<file path="config.mk">
export PLATFORM = sky130hd
export DESIGN_NAME = mbg_step
export DESIGN_NICKNAME = d
export VERILOG_FILES = /design/src/sv/mbg_pkg.sv /design/src/sv/mbg_step.sv
export SDC_FILE = /design/constraint.sdc
export NUM_CORES = 1
export LEC_CHECK = 0
export BUFFER_PORTS_ARGS = -buffer_cell sky130_fd_sc_hd__buf_2
export CAP_MARGIN = 10
export CORE_AREA = 2 2 39 41
export DETAILED_ROUTE_END_ITERATION = 16
export DIE_AREA = 0 0 41 43
export PLACE_DENSITY = 0.54
export SYNTH_ARGS = -nofsm -noshare
export SYNTH_HDL_FRONTEND = slang
export SYNTH_SLANG_ARGS = --single-unit
export TNS_END_PERCENT = 5
</file>
<file path="constraint.sdc">
create_clock -name vclk -period 2.7
set_input_delay 0.405 -clock vclk [all_inputs]
set_output_delay 0.405 -clock vclk [all_outputs]
set_load 0.005 [all_outputs]
</file>
<file path="src/sv/mbg_pkg.sv">
`timescale 1ns / 1ps
`default_nettype none
// ----------------------------------------------------------------------------
// mbg_pkg
// shared codes, field widths and helpers of the maze backtracker generator
// ----------------------------------------------------------------------------
package mbg_pkg;

	localparam int unsigned LimW = 9;

	typedef enum logic [1:0] {
		ACT_START   = 2'd0,
		ACT_ADVANCE = 2'd1,
		ACT_READ    = 2'd2,
		ACT_NONE    = 2'd3
	} action_t;

	typedef enum logic [1:0] {
		ST_CARVED   = 2'd0,
		ST_FINISHED = 2'd1,
		ST_WALLS    = 2'd2,
		ST_REJECTED = 2'd3
	} status_t;

	typedef enum logic [1:0] {
		DIR_LEFT  = 2'd0,
		DIR_RIGHT = 2'd1,
		DIR_UP    = 2'd2,
		DIR_DOWN  = 2'd3
	} dir_t;

	localparam logic [3:0] WallsAll = 4'hF;

	// wall removed in the carving cell
	function automatic logic [3:0] near_wall(input logic [1:0] d);
		logic [3:0] m;
		case (d)
			DIR_LEFT:  m = 4'h4;
			DIR_RIGHT: m = 4'h8;
			DIR_UP:    m = 4'h1;
			default:   m = 4'h2;
		endcase
		return m;
	endfunction

	// wall removed in the entered cell
	function automatic logic [3:0] far_wall(input logic [1:0] d);
		logic [3:0] m;
		case (d)
			DIR_LEFT:  m = 4'h8;
			DIR_RIGHT: m = 4'h4;
			DIR_UP:    m = 4'h2;
			default:   m = 4'h1;
		endcase
		return m;
	endfunction

	// direction order after the three swaps, slot i in bits [2i+1:2i]
	function automatic logic [7:0] shuffle(input logic [1:0] p0, input logic [1:0] p1,
			input logic p2);
		logic [1:0] o [4];
		logic [1:0] t;
		logic [2:0] j;
		o[0] = 2'd0; o[1] = 2'd1; o[2] = 2'd2; o[3] = 2'd3;
		j = {1'b0, p0};
		t = o[0]; o[0] = o[j[1:0]]; o[j[1:0]] = t;
		j = 3'd1 + {1'b0, p1};
		if (j > 3'd3) j = 3'd3;
		t = o[1]; o[1] = o[j[1:0]]; o[j[1:0]] = t;
		j = 3'd2 + {2'b0, p2};
		t = o[2]; o[2] = o[j[1:0]]; o[j[1:0]] = t;
		return {o[3], o[2], o[1], o[0]};
	endfunction

	// register value to grid extent: zero acts as one, clamp at the maximum
	function automatic logic [LimW-1:0] eff_extent(input logic [5:0] v,
			input logic [LimW-1:0] mx);
		logic [LimW-1:0] r;
		if (v == 6'd0) r = LimW'(1);
		else if (LimW'(v) > mx) r = mx;
		else r = LimW'(v);
		return r;
	endfunction

endpackage
`default_nettype wire

</file>
<file path="src/sv/mbg_step.sv">
`timescale 1ns / 1ps
`default_nettype none
// ----------------------------------------------------------------------------
// mbg_step
// shared neighbor unit: one increment or decrement and one bound compare
// ----------------------------------------------------------------------------
module mbg_step
	import mbg_pkg::*;
#(
	parameter int unsigned MW = 5
) (
	input  wire logic [MW-1:0]   coord,
	input  wire logic            dec,
	input  wire logic [LimW-1:0] lim,
	output logic      [MW-1:0]   nb,
	output logic                 ok
);
	logic [MW:0] sum;

	always_comb begin
		sum = dec ? ({1'b0, coord} - (MW+1)'(1)) : ({1'b0, coord} + (MW+1)'(1));
		nb  = sum[MW-1:0];
		// borrow out means the step left the grid on the low side
		ok  = !(dec && sum[MW]) && (LimW'(sum) < lim);
	end
endmodule
`default_nettype wire

</file>
Yosys cells after proc, flatten, opt, wreduce, memory -nomap -nowiden
Cells that the tools add are included.

operators by class
  mux-type cells = 1
  equal/unequal tests = 0
  bitwise logic cells = 0
  shifts and indexed selects = 0
  divide/modulo/power cells = 0
  add/sub/neg operators = 2
  reduce and logical (&&, ||, !) cells = 3
  $lt $le $gt $ge = 1
  multiply operators = 0

operators by type and width
  operator               number
  $lt A6 B9 Y1           1
  $add A5 B1 Y6 const B  1
  $mux W6                1
  $sub A5 B1 Y6 const B  1
  $logic_and A1 B1 Y1    2
  $logic_not A1 Y1       1

storage, ports and cells
  word-level logic and storage cells = 7
  bits in registers = 0
  bits in read-only memories = 0
  latch bits = 0
  memories = 0
  bits in writable memories = 0
  output and inout port bits = 6
  input port bits = 15

Longest topological paths before layout
Gate-level depths: netlist (run 1).

  depth after elaboration = 5
  depth in mapped cells = 10
  mapped depth without buffers = 10

Worst setup path after synthesis (run 1)
Ideal clock, no wire load.

  path kind = input-to-output
  start = input port coord[0]
  end = output port ok
  stages on the path = 8
  path slack = 0.235 ns
  arrival time = 2.060 ns
  required time = 2.295 ns
  path buffers = 0
  cells stage by stage = fa_1 > a21o_1 > a21oi_1 > xnor2_1 > ha_1 > a21o_1 > o21ai_0 > and3_1

on the way
  elaborated cells between the ends (all ways) = 7
  classes of those cells = add/sub: 2; order compare: 1; mux: 1; reduce/logical: 3

RTL lines
  item                                            line            RTL
  start, declared                                 mbg_step.sv:12  input wire logic [MW-1:0] coord,
  $add A5 B1 Y6 or $sub A5 B1 Y6 (tied branches)  mbg_step.sv:21  sum = dec ? ({1'b0, coord} - (MW+1)'(1)) : ({1'b0, coord} + (MW+1)'(1));
  $mux W6 (*)                                     mbg_step.sv:21
  via nb[4]                                       mbg_step.sv:15  output logic [MW-1:0] nb,
  $lt A6 B9 Y1 (*)                                mbg_step.sv:24  ok = !(dec && sum[MW]) && (LimW'(sum) < lim);
  $logic_and A1 B1 Y1 (*)                         mbg_step.sv:24
  end, declared                                   mbg_step.sv:16  output logic ok

Mark *: on every way through the listed nets, which the timed path passes. The rest lies on a longest branch.

Worst setup path after layout (run 1)
  start = input port dec
  end = output port ok

on the way
  longest elaborated chain between the ends = 4
  elaborated cells between the ends (all ways) = 5
  classes of those cells = order compare: 1; mux: 1; reduce/logical: 3

RTL lines
  item                                                  line            RTL
  start, declared                                       mbg_step.sv:13  input wire logic dec,
  branches (longest 3 deep; another with $lt A6 B9 Y1)  n/a
  $logic_and A1 B1 Y1 (*)                               mbg_step.sv:24

Every way passes the cells marked *.

==> results.json, run 1 <==
{
  "grt.total_usage": 0.106,
  "finalPower_w": 0.000138,
  "wl_um": 876,
  "cp-end-kind": "output port",
  "max-vdd-ir-drop_mv": 0.0746,
  "share_comb_of_total_power": 1.000,
  "fin_ws_ns": 0.0156,
  "detail_route.vias_per_cell": 4.53,
  "static-leakage-power_nw": 0.319,
  "drv_cap": 0,
  "antenna_violations_before_repair": 0,
  "layout.sequential_cells": 0,
  "synth_cells": 39,
  "globalRoute.totalOverflow": 0,
  "worst_hold_startpoint": "coord[0]",
  "start_util": 0.231,
  "fp.dieArea_mm2": 0.00176,
  "outcome": "completed",
  "grt_first_pass_wirelength_um": 1350,
  "final_period_minus_worst_setup_slack_ns": 2.68,
  "maxSlewViolCount": 0,
  "synthMuxAreaShare": 0,
  "min_period_over_period": 0.994,
  "ant_nets": 0,
  "die_height_um": 43,
  "power.density_cell_area_mw_per_mm2": 237,
  "rsz0062_at_grt": "true",
  "slew-limit-headroom": 0.840,
  "arrival_ns": 2.28,
  "holdPathStages": 4,
  "report.final.hold_viol_count": 0,
  "synth.cell_area_um2": 319,
  "crit_path_max_fanout": 5,
  "timing.hold.ws_ns": 1.19,
  "switching_share": 0.430,
  "tightestPinTransition_ns": 0.239,
  "synthesized_area_per_cell_um2": 8.18,
  "setup_viol": 0,
  "power.internal_w": 0.0000785,
  "layout.area.seq_um2": 0,
  "synth_fp_nets": 65,
  "drive_above_1_share": 0.552,
  "yosys.area_share.simple": 0.122,
  "post_synth_xor_area_fraction": 0.0824,
  "detailroute.via_count": 376,
  "clock_buffer_count": 0,
  "chipWidth_um": 41,
  "crit_required_ns": 2.30,
  "mostFrequentLayoutCells": "19 x sky130_fd_sc_hd__buf_2, 7 x sky130_fd_sc_hd__inv_1, 7 x sky130_fd_sc_hd__ha_1, 7 x sky130_fd_sc_hd__buf_4",
  "place.detailed.hpwl_um": 718,
  "post_synth_fa_ha_maj_area_fraction": 0.455,
  "dp_cells": 82,
  "number_of_rows_created_at_floorplan": 14,
  "clockPowerShare": 0,
  "synth.yosys.seq_area_share": 0,
  "pwr-share-seq": 0,
  "area_growth_syn_to_fin_pct": 82.4,
  "ys_types": 15,
  "wl_per_instance_um": 10.6,
  "timing.hold.worst.class": "primary input to output port",
  "final_nets": 95,
  "timing.fmax_ghz": 0.373,
  "core_region_area_mm2": 0.00138,
  "drcViolationCount": 0,
  "total_inserted_antenna_cells": 0,
  "cts-hold-fix-buffers": 0,
  "synth-compound-area-share": 0.259,
  "ios": 21,
  "grt_start_max_net_pins": 6,
  "dpl_worst_slack_ns": -0.174,
  "synth_top_family_by_area": "adder cells",
  "final_cell_count_no_fill": 83,
  "timing.critical_path.from_type": "primary input",
  "place.port_buffers": 21,
  "final_util": 0.420,
  "grt_pass1_vias": 350,
  "min_delay_endpoint": "nb[0]",
  "globalplace.congestion": 0.698,
  "path_class": "primary input to output port",
  "ys_warn_count": 0,
  "mostFrequentLayoutCell": "sky130_fd_sc_hd__buf_2",
  "detail_route.iter0.violations": 1,
  "switching_power_w": 0.0000591,
  "dr.pass1.iters": 2
}
-- logic make-up after synthesis --
group	count (synthesis)
xor+xnor	3
simple gates	5
buf+inv	7
compound gates	13
fa+ha+maj	11
-- timing repair --
| item | in CTS | in global routing |
|---|---|---|
| setup endpoints to repair | 1 | 1 |
| pin swaps | 10 | 1 |
| setup buffers | 1 | 0 |
| gates resized for setup | 13 | 3 |
| endpoints found under the hold margin | 0 | 0 |
-- worst max path at each step --
stage | startpoint | end | slack, ns | cells after the start
final | dec | ok | 0.02 | 12
after global routing | dec | ok | -0.09 | 12
after CTS | coord[1] | ok | 0.008 | 12
after detailed placement | dec | ok | -0.17 | 12
after global placement | dec | ok | -0.15 | 12
after floorplan | coord[0] | ok | 0.23 | 8
-- metrics by stage --
step           instance area, um2  TNS [ns]
2_1_floorplan                 319         0
3_3_place_gp                  489    -0.148
3_5_place_dp                  489    -0.174
4_1_cts                       568         0
5_1_grt                       582   -0.0890
6_report                      582         0
-- per-layer routing --
| metal | vias to the layer above | global-route usage | share of wire | routed length [um] |
|---|---|---|---|---|
| met5 | - | 0 | 0 | 0 |
| met3 | 0 | 0 | 0.068 | 60 |
| met2 | 14 | 0.225 | 0.51 | 448 |
| li1 | 199 | - | - | - |
| met1 | 163 | 0.108 | 0.42 | 367 |
| met4 | 0 | 0 | 0 | 0 |
-- power by group through the flow --
stage,Combinational (W),Clock (W),Sequential (W)
floorplan,0.0000591,0,0
global placement,0.000110,0,0
detailed placement,0.000111,0,0
CTS,0.000133,0,0
global route,0.000156,0,0
finish,0.000138,0,0
-- layout make-up --
type	instances	area, um2
Timing Repair Buffer	28	174
Multi-Input combinational cell	32	362
Tap cell	16	20.0
Fill cell	143	802
Inverter	7	26.3
-- worst max-delay path: stages --
cell and delay (ns):
sky130_fd_sc_hd__buf_8 0.12, sky130_fd_sc_hd__ha_4 0.26, sky130_fd_sc_hd__o21ai_2 0.06, sky130_fd_sc_hd__o21bai_1 0.14, sky130_fd_sc_hd__a21oi_1 0.08, sky130_fd_sc_hd__ha_1 0.27, sky130_fd_sc_hd__inv_1 0.04, sky130_fd_sc_hd__ha_1 0.27
sky130_fd_sc_hd__nor4b_4 0.23, sky130_fd_sc_hd__o211ai_1 0.13, sky130_fd_sc_hd__and3_1 0.15, sky130_fd_sc_hd__buf_2 0.12
-- synthesized netlist by cell type --
library cell,instances,area (um2)
sky130_fd_sc_hd__xor2_1,1,8.76
sky130_fd_sc_hd__o211ai_1,1,7.51
sky130_fd_sc_hd__and3_1,3,18.8
sky130_fd_sc_hd__o21bai_1,1,7.51
sky130_fd_sc_hd__nor3_1,1,5.00
sky130_fd_sc_hd__inv_1,7,26.3
sky130_fd_sc_hd__nor4b_2,1,15.0
sky130_fd_sc_hd__a211oi_1,1,7.51
sky130_fd_sc_hd__a21o_1,3,22.5
sky130_fd_sc_hd__xnor2_1,2,17.5
sky130_fd_sc_hd__a21oi_1,4,20.0
sky130_fd_sc_hd__o21ai_0,2,10.0
sky130_fd_sc_hd__a21boi_0,1,7.51
sky130_fd_sc_hd__ha_1,10,125
sky130_fd_sc_hd__fa_1,1,20.0
Power figures use the tool's default switching activity.
==> run 2: changes to the inputs <==
--- a/config.mk
+++ b/config.mk
@@ -10,6 +10,7 @@
 export CORE_AREA = 2 2 39 41
 export DETAILED_ROUTE_END_ITERATION = 16
 export DIE_AREA = 0 0 41 43
+export GPL_TIMING_DRIVEN = 0
 export PLACE_DENSITY = 0.54
 export SYNTH_ARGS = -nofsm -noshare
 export SYNTH_HDL_FRONTEND = slang
==> constraint.sdc (replaced) <==
create_clock -name vclk -period 2.5
set_input_delay 0.375 -clock vclk [all_inputs]
set_output_delay 0.375 -clock vclk [all_outputs]
set_load 0.005 [all_outputs]
==> run 2 against run 1 <==
The run now ends with negative setup slack left. First-iteration DRC count down 100%. Count of clock-buffer cells in the layout unchanged. Final cell count down 4.8%. Total power down 4.1%.
==> results.json, run 2 (same netlist as run 1, synthesis figures left out) <==
{
  "outcome": "complete, but fails checks",
  "violated_checks": "negative setup slack",
  "layout.sequential_cells": 0,
  "min_delay_endpoint": "nb[0]",
  "total_inserted_antenna_cells": 0,
  "arrival_ns": 2.21,
  "switching_share": 0.433,
  "setup_viol": 1,
  "mostFrequentLayoutCells": "19 x sky130_fd_sc_hd__buf_2, 7 x sky130_fd_sc_hd__inv_1, 7 x sky130_fd_sc_hd__ha_1",
  "chipWidth_um": 41,
  "report.final.hold_viol_count": 0,
  "rsz0062_at_grt": "true",
  "min_period_over_period": 1.03,
  "power.density_cell_area_mw_per_mm2": 242,
  "start_util": 0.231,
  "drcViolationCount": 0,
  "worst_hold_startpoint": "coord[0]",
  "clockPowerShare": 0,
  "timing.hold.ws_ns": 1.04,
  "detailed_place.area_um2": 444,
  "max-vdd-ir-drop_mv": 0.0697,
  "fin_ws_ns": -0.0860,
  "grt_start_max_net_pins": 7,
  "wl_met1_um": 331,
  "core_region_area_mm2": 0.00138,
  "grt_first_pass_wirelength_um": 1190,
  "area_growth_syn_to_fin_pct": 71.0,
  "ant_nets": 0,
  "cp_top_family": "adder cells",
  "cp-end-kind": "output port",
  "master_of_the_slowest_instance_on_the_critical_path": "sky130_fd_sc_hd__ha_1",
  "final_cell_count_no_fill": 79,
  "grt.total_usage": 0.0920,
  "place.port_buffers": 21,
  "antenna_violations_before_repair": 0,
  "holdPathStages": 3,
  "place.detailed.hpwl_um": 606,
  "wl_um": 759,
  "globalRoute.totalOverflow": 0,
  "critical-path-max-stage-delay_ns": 0.27,
  "path_common_cell": "sky130_fd_sc_hd__ha_1",
  "final_period_minus_worst_setup_slack_ns": 2.59,
  "layout.cell_area.non_filler_um2": 546,
  "topRoutingLayerUsed": "met3",
  "pwr-share-seq": 0,
  "share_comb_of_total_power": 1.000,
  "globalplace.congestion": 0.676,
  "crit_path_cell_trace": "buf_12 -> ha_4 -> a211oi_2 -> o21bai_1 -> a21oi_1 -> ha_1 -> inv_1 -> ha_1 -> nor4b_4 -> o211ai_1 -> and3_1 -> buf_2",
  "slew-limit-headroom": 0.861,
  "fp.dieArea_mm2": 0.00176,
  "dr.pass1.iters": 1,
  "path_class": "primary input to output port",
  "final_nets": 91,
  "detailroute.wirelength.met2_um": 365,
  "timing.critical_path.buf_inv": 3,
  "clock_buffer_count": 0,
  "mostFrequentLayoutCell": "sky130_fd_sc_hd__buf_2",
  "tightestPinTransition_ns": 0.207,
  "drv_cap": 0,
  "finalSetupTns_ns": -0.0860,
  "detailroute.via_count": 357,
  "die_height_um": 43,
  "number_of_rows_created_at_floorplan": 14,
  "wl_per_instance_um": 9.61,
  "grt_pass1_vias": 351,
  "power.internal_w": 0.0000749,
  "maxSlewViolCount": 0,
  "wl_met3_um": 62,
  "switching_power_w": 0.0000571,
  "ios": 21,
  "drive_above_1_share": 0.492,
  "static-leakage-power_nw": 0.295,
  "layout.area.seq_um2": 0,
  "timing.hold.worst.class": "primary input to output port",
  "timing.fmax_ghz": 0.387,
  "detail_route.iter0.violations": 0,
  "timing.critical_path.from_type": "primary input",
  "dp_cells": 76,
  "crit_path_max_fanout": 6,
  "crit_required_ns": 2.12,
  "detail_route.vias_per_cell": 4.52
}
==> run 2: cell count changes in the layout (fill, tap and decap cells not counted), sizes merged <==
| cell | previous run | this run |
|---|---|---|
| buf | 28 | 24 |
==> run 2: cell type report <==
type | count | area, um2
Fill cell | 150 | 838
Multi-Input combinational cell | 32 | 350
Timing Repair Buffer | 24 | 149
Inverter | 7 | 26.3
Tap cell | 16 | 20.0
==> run 2: tightest hold or removal path, stage by stage <==
cell                    delay (ns)
sky130_fd_sc_hd__buf_2        0.14
sky130_fd_sc_hd__inv_1        0.05
sky130_fd_sc_hd__buf_2        0.10
==> run 2: worst max-delay path by stage <==
stage,from,to,depth (start not counted),slack (ns)
6_report,dec,ok,12,-0.09
4_1_cts,dec,ok,12,-0.11
2_1_floorplan,coord[0],ok,8,0.09
5_1_grt,dec,ok,12,-0.22
3_5_place_dp,dec,ok,12,-0.30
3_3_place_gp,dec,ok,12,-0.33
==> run 2: routing by layer <==
layer / vias to the layer above / track usage
met1: 151 / 0.102
met2: 14 / 0.188
met5: - / 0
li1: 192 / -
met3: 0 / 0
met4: 0 / 0
==> run 2: power by group through the flow <==
| stage | clock, W | sequential [W] | combinational [W] |
|---|---|---|---|
| 2_1_floorplan | 0 | 0 | 0.0000639 |
| 3_3_place_gp | 0 | 0 | 0.000104 |
| 3_5_place_dp | 0 | 0 | 0.000105 |
| 4_1_cts | 0 | 0 | 0.000133 |
| 5_1_grt | 0 | 0 | 0.000150 |
| 6_report | 0 | 0 | 0.000132 |
==> run 2: repair_timing <==
| item | CTS | global route |
|---|---|---|
| pin swaps | 13 | 4 |
| endpoints found under the setup margin | 1 | 1 |
| hold buffers | 0 | 0 |
| gates resized for setup | 15 | 0 |
| hold endpoints to repair | 0 | 0 |
| buffers inserted | 3 | 0 |
==> run 2: through the flow <==
step / setup WS, ns / util / total power, W
global route: -0.221 / 0.394 / 0.000150
floorplan: 0.0947 / - / 0.0000639
CTS: -0.106 / 0.394 / 0.000133
finish: -0.0860 / 0.394 / 0.000132
global placement: -0.327 / 0.321 / 0.000104
detailed placement: -0.301 / 0.321 / 0.000105
==> run 3: changes to the inputs <==
--- a/config.mk
+++ b/config.mk
@@ -5,7 +5,7 @@
 export SDC_FILE = /design/constraint.sdc
 export NUM_CORES = 1
 export LEC_CHECK = 0
-export BUFFER_PORTS_ARGS = -buffer_cell sky130_fd_sc_hd__buf_2
+export BUFFER_PORTS_ARGS = -buffer_cell sky130_fd_sc_hd__clkbuf_2
 export CAP_MARGIN = 10
 export CORE_AREA = 2 2 39 41
 export DETAILED_ROUTE_END_ITERATION = 16
==> run 3 against run 2 <==
The flow still finishes with violations (negative setup slack). Largest power group unchanged. Setup slack lost 0.015 ns. Non-clock buffer count grew 2. Critical path depth shrank 2. Hold slack gained 0.0051 ns. Sequential share of layout area is the same. Total power grew 12%. Core utilization grew 2.2 points.
==> results.json, run 3 (same netlist as run 1, synthesis figures left out) <==
{
  "outcome": "complete, but fails checks",
  "violated_checks": "negative setup slack",
  "cts-hold-fix-buffers": 0,
  "switching_share": 0.420,
  "finalPower_w": 0.000148,
  "dr.pass1.iters": 2,
  "max-vdd-ir-drop_mv": 0.0696,
  "grt_start_max_net_pins": 7,
  "number_of_rows_created_at_floorplan": 14,
  "fp.dieArea_mm2": 0.00176,
  "timing.fmax_ghz": 0.384,
  "finalSetupTns_ns": -0.101,
  "multi_input_area_um2": 367,
  "total_inserted_antenna_cells": 0,
  "layout.area.seq_um2": 0,
  "switching_power_w": 0.0000622,
  "clock_buffer_count": 0,
  "detail_route.iter0.violations": 1,
  "cp-end-kind": "output port",
  "holdPathStages": 3,
  "detailroute.via_count": 373,
  "dp_cells": 76,
  "setup_viol": 1,
  "power.density_cell_area_mw_per_mm2": 257,
  "pwr-share-seq": 0,
  "final_nets": 93,
  "fin_ws_ns": -0.101,
  "maxSlewViolCount": 0,
  "final_period_minus_worst_setup_slack_ns": 2.60,
  "tightestPinTransition_ns": 0.214,
  "wl_per_instance_um": 9.23,
  "rsz0062_at_grt": "true",
  "mostFrequentLayoutCells": "20 x sky130_fd_sc_hd__clkbuf_2, 6 x sky130_fd_sc_hd__inv_1, 6 x sky130_fd_sc_hd__ha_1",
  "arrival_ns": 2.23,
  "area_growth_syn_to_fin_pct": 80.4,
  "clockPowerShare": 0,
  "drive_above_1_share": 0.554,
  "crit_required_ns": 2.12,
  "crit_path_max_fanout": 6,
  "path_class": "primary input to output port",
  "globalRoute.totalOverflow": 0,
  "timing.critical_path.from_type": "primary input",
  "layout.cell_area.non_filler_um2": 576,
  "mostFrequentLayoutCell": "sky130_fd_sc_hd__clkbuf_2",
  "layout.sequential_cells": 0,
  "core_region_area_mm2": 0.00138,
  "chipWidth_um": 41,
  "worstSetupStartpoint": "dec",
  "crit_path_end": "ok",
  "grt_pass1_vias": 369,
  "drv_cap": 0,
  "report.final.hold_viol_count": 0,
  "ant_nets": 0,
  "timing.hold.worst.class": "primary input to output port",
  "grt_first_pass_wirelength_um": 1210,
  "antenna_violations_before_repair": 0,
  "slew-limit-headroom": 0.856,
  "drcViolationCount": 0,
  "min_period_over_period": 1.04,
  "final_cell_count_no_fill": 81,
  "start_util": 0.231,
  "share_comb_of_total_power": 1.000,
  "die_height_um": 43,
  "place.detailed.hpwl_um": 608,
  "place.port_buffers": 21,
  "power.internal_w": 0.0000857,
  "ios": 21,
  "detail_route.vias_per_cell": 4.60,
  "fillerInstances": 153,
  "globalplace.congestion": 0.671,
  "detailed_place.area_um2": 444,
  "wl_um": 748,
  "dpl_worst_slack_ns": -0.316,
  "static-leakage-power_nw": 0.311,
  "grt.total_usage": 0.0920
}
==> run 3: power groups by stage <==
stage	Combinational, W	Sequential, W	Clock (W)
floorplan	0.0000639	0	0
CTS	0.000150	0	0
detailed placement	0.000106	0	0
global route	0.000169	0	0
global placement	0.000104	0	0
finish	0.000148	0	0
==> run 3: metrics by stage <==
| step | util | hold slack, ns |
|---|---|---|
| 5_1_grt | 0.416 | 1.07 |
| 3_5_place_dp | 0.321 | 1.05 |
| 4_1_cts | 0.416 | 1.06 |
| 2_1_floorplan | - | 0.777 |
| 6_report | 0.416 | 1.04 |
| 3_3_place_gp | 0.321 | 1.04 |
==> run 3: what timing repair did <==
| action | 4_1_cts | 5_1_grt |
|---|---|---|
| setup endpoints to repair | 1 | 1 |
| hold endpoints to repair | 0 | 0 |
| resized for setup | 15 | 0 |
| pin swaps | 14 | 0 |
| setup buffers | 5 | 0 |
==> run 3: layer usage <==
metal / global-route usage / share of wire / vias to the layer above
met1: 0.105 / 0.46 / 163
met4: 0 / 0 / 0
met2: 0.184 / 0.47 / 14
met3: 0 / 0.075 / 0
met5: 0 / 0 / -
li1: - / - / 196
==> run 3: worst min-delay path by stage <==
stage          startpoint    end  slack, ns
6_report         coord[0]  nb[0]       1.04
5_1_grt          coord[0]  nb[0]       1.07
4_1_cts          coord[0]  nb[0]       1.06
3_5_place_dp     coord[0]  nb[0]       1.05
3_3_place_gp     coord[0]  nb[0]       1.04
2_1_floorplan    coord[0]  nb[0]       0.78
==> run 3: area by class of cell <==
class,count,area share
Tap cell,16,0.0348
Multi-Input combinational cell,32,0.637
Timing Repair Buffer,26,0.283
Inverter,7,0.0457
==> run 3: critical path, stage by stage <==
cell and delay (ns):
sky130_fd_sc_hd__clkbuf_16 0.14, sky130_fd_sc_hd__fa_2 0.39, sky130_fd_sc_hd__a21o_1 0.17, sky130_fd_sc_hd__a21oi_2 0.14, sky130_fd_sc_hd__xnor2_1 0.16, sky130_fd_sc_hd__ha_1 0.29
sky130_fd_sc_hd__a21o_1 0.18, sky130_fd_sc_hd__o21ai_1 0.10, sky130_fd_sc_hd__and3_1 0.16, sky130_fd_sc_hd__clkbuf_2 0.10
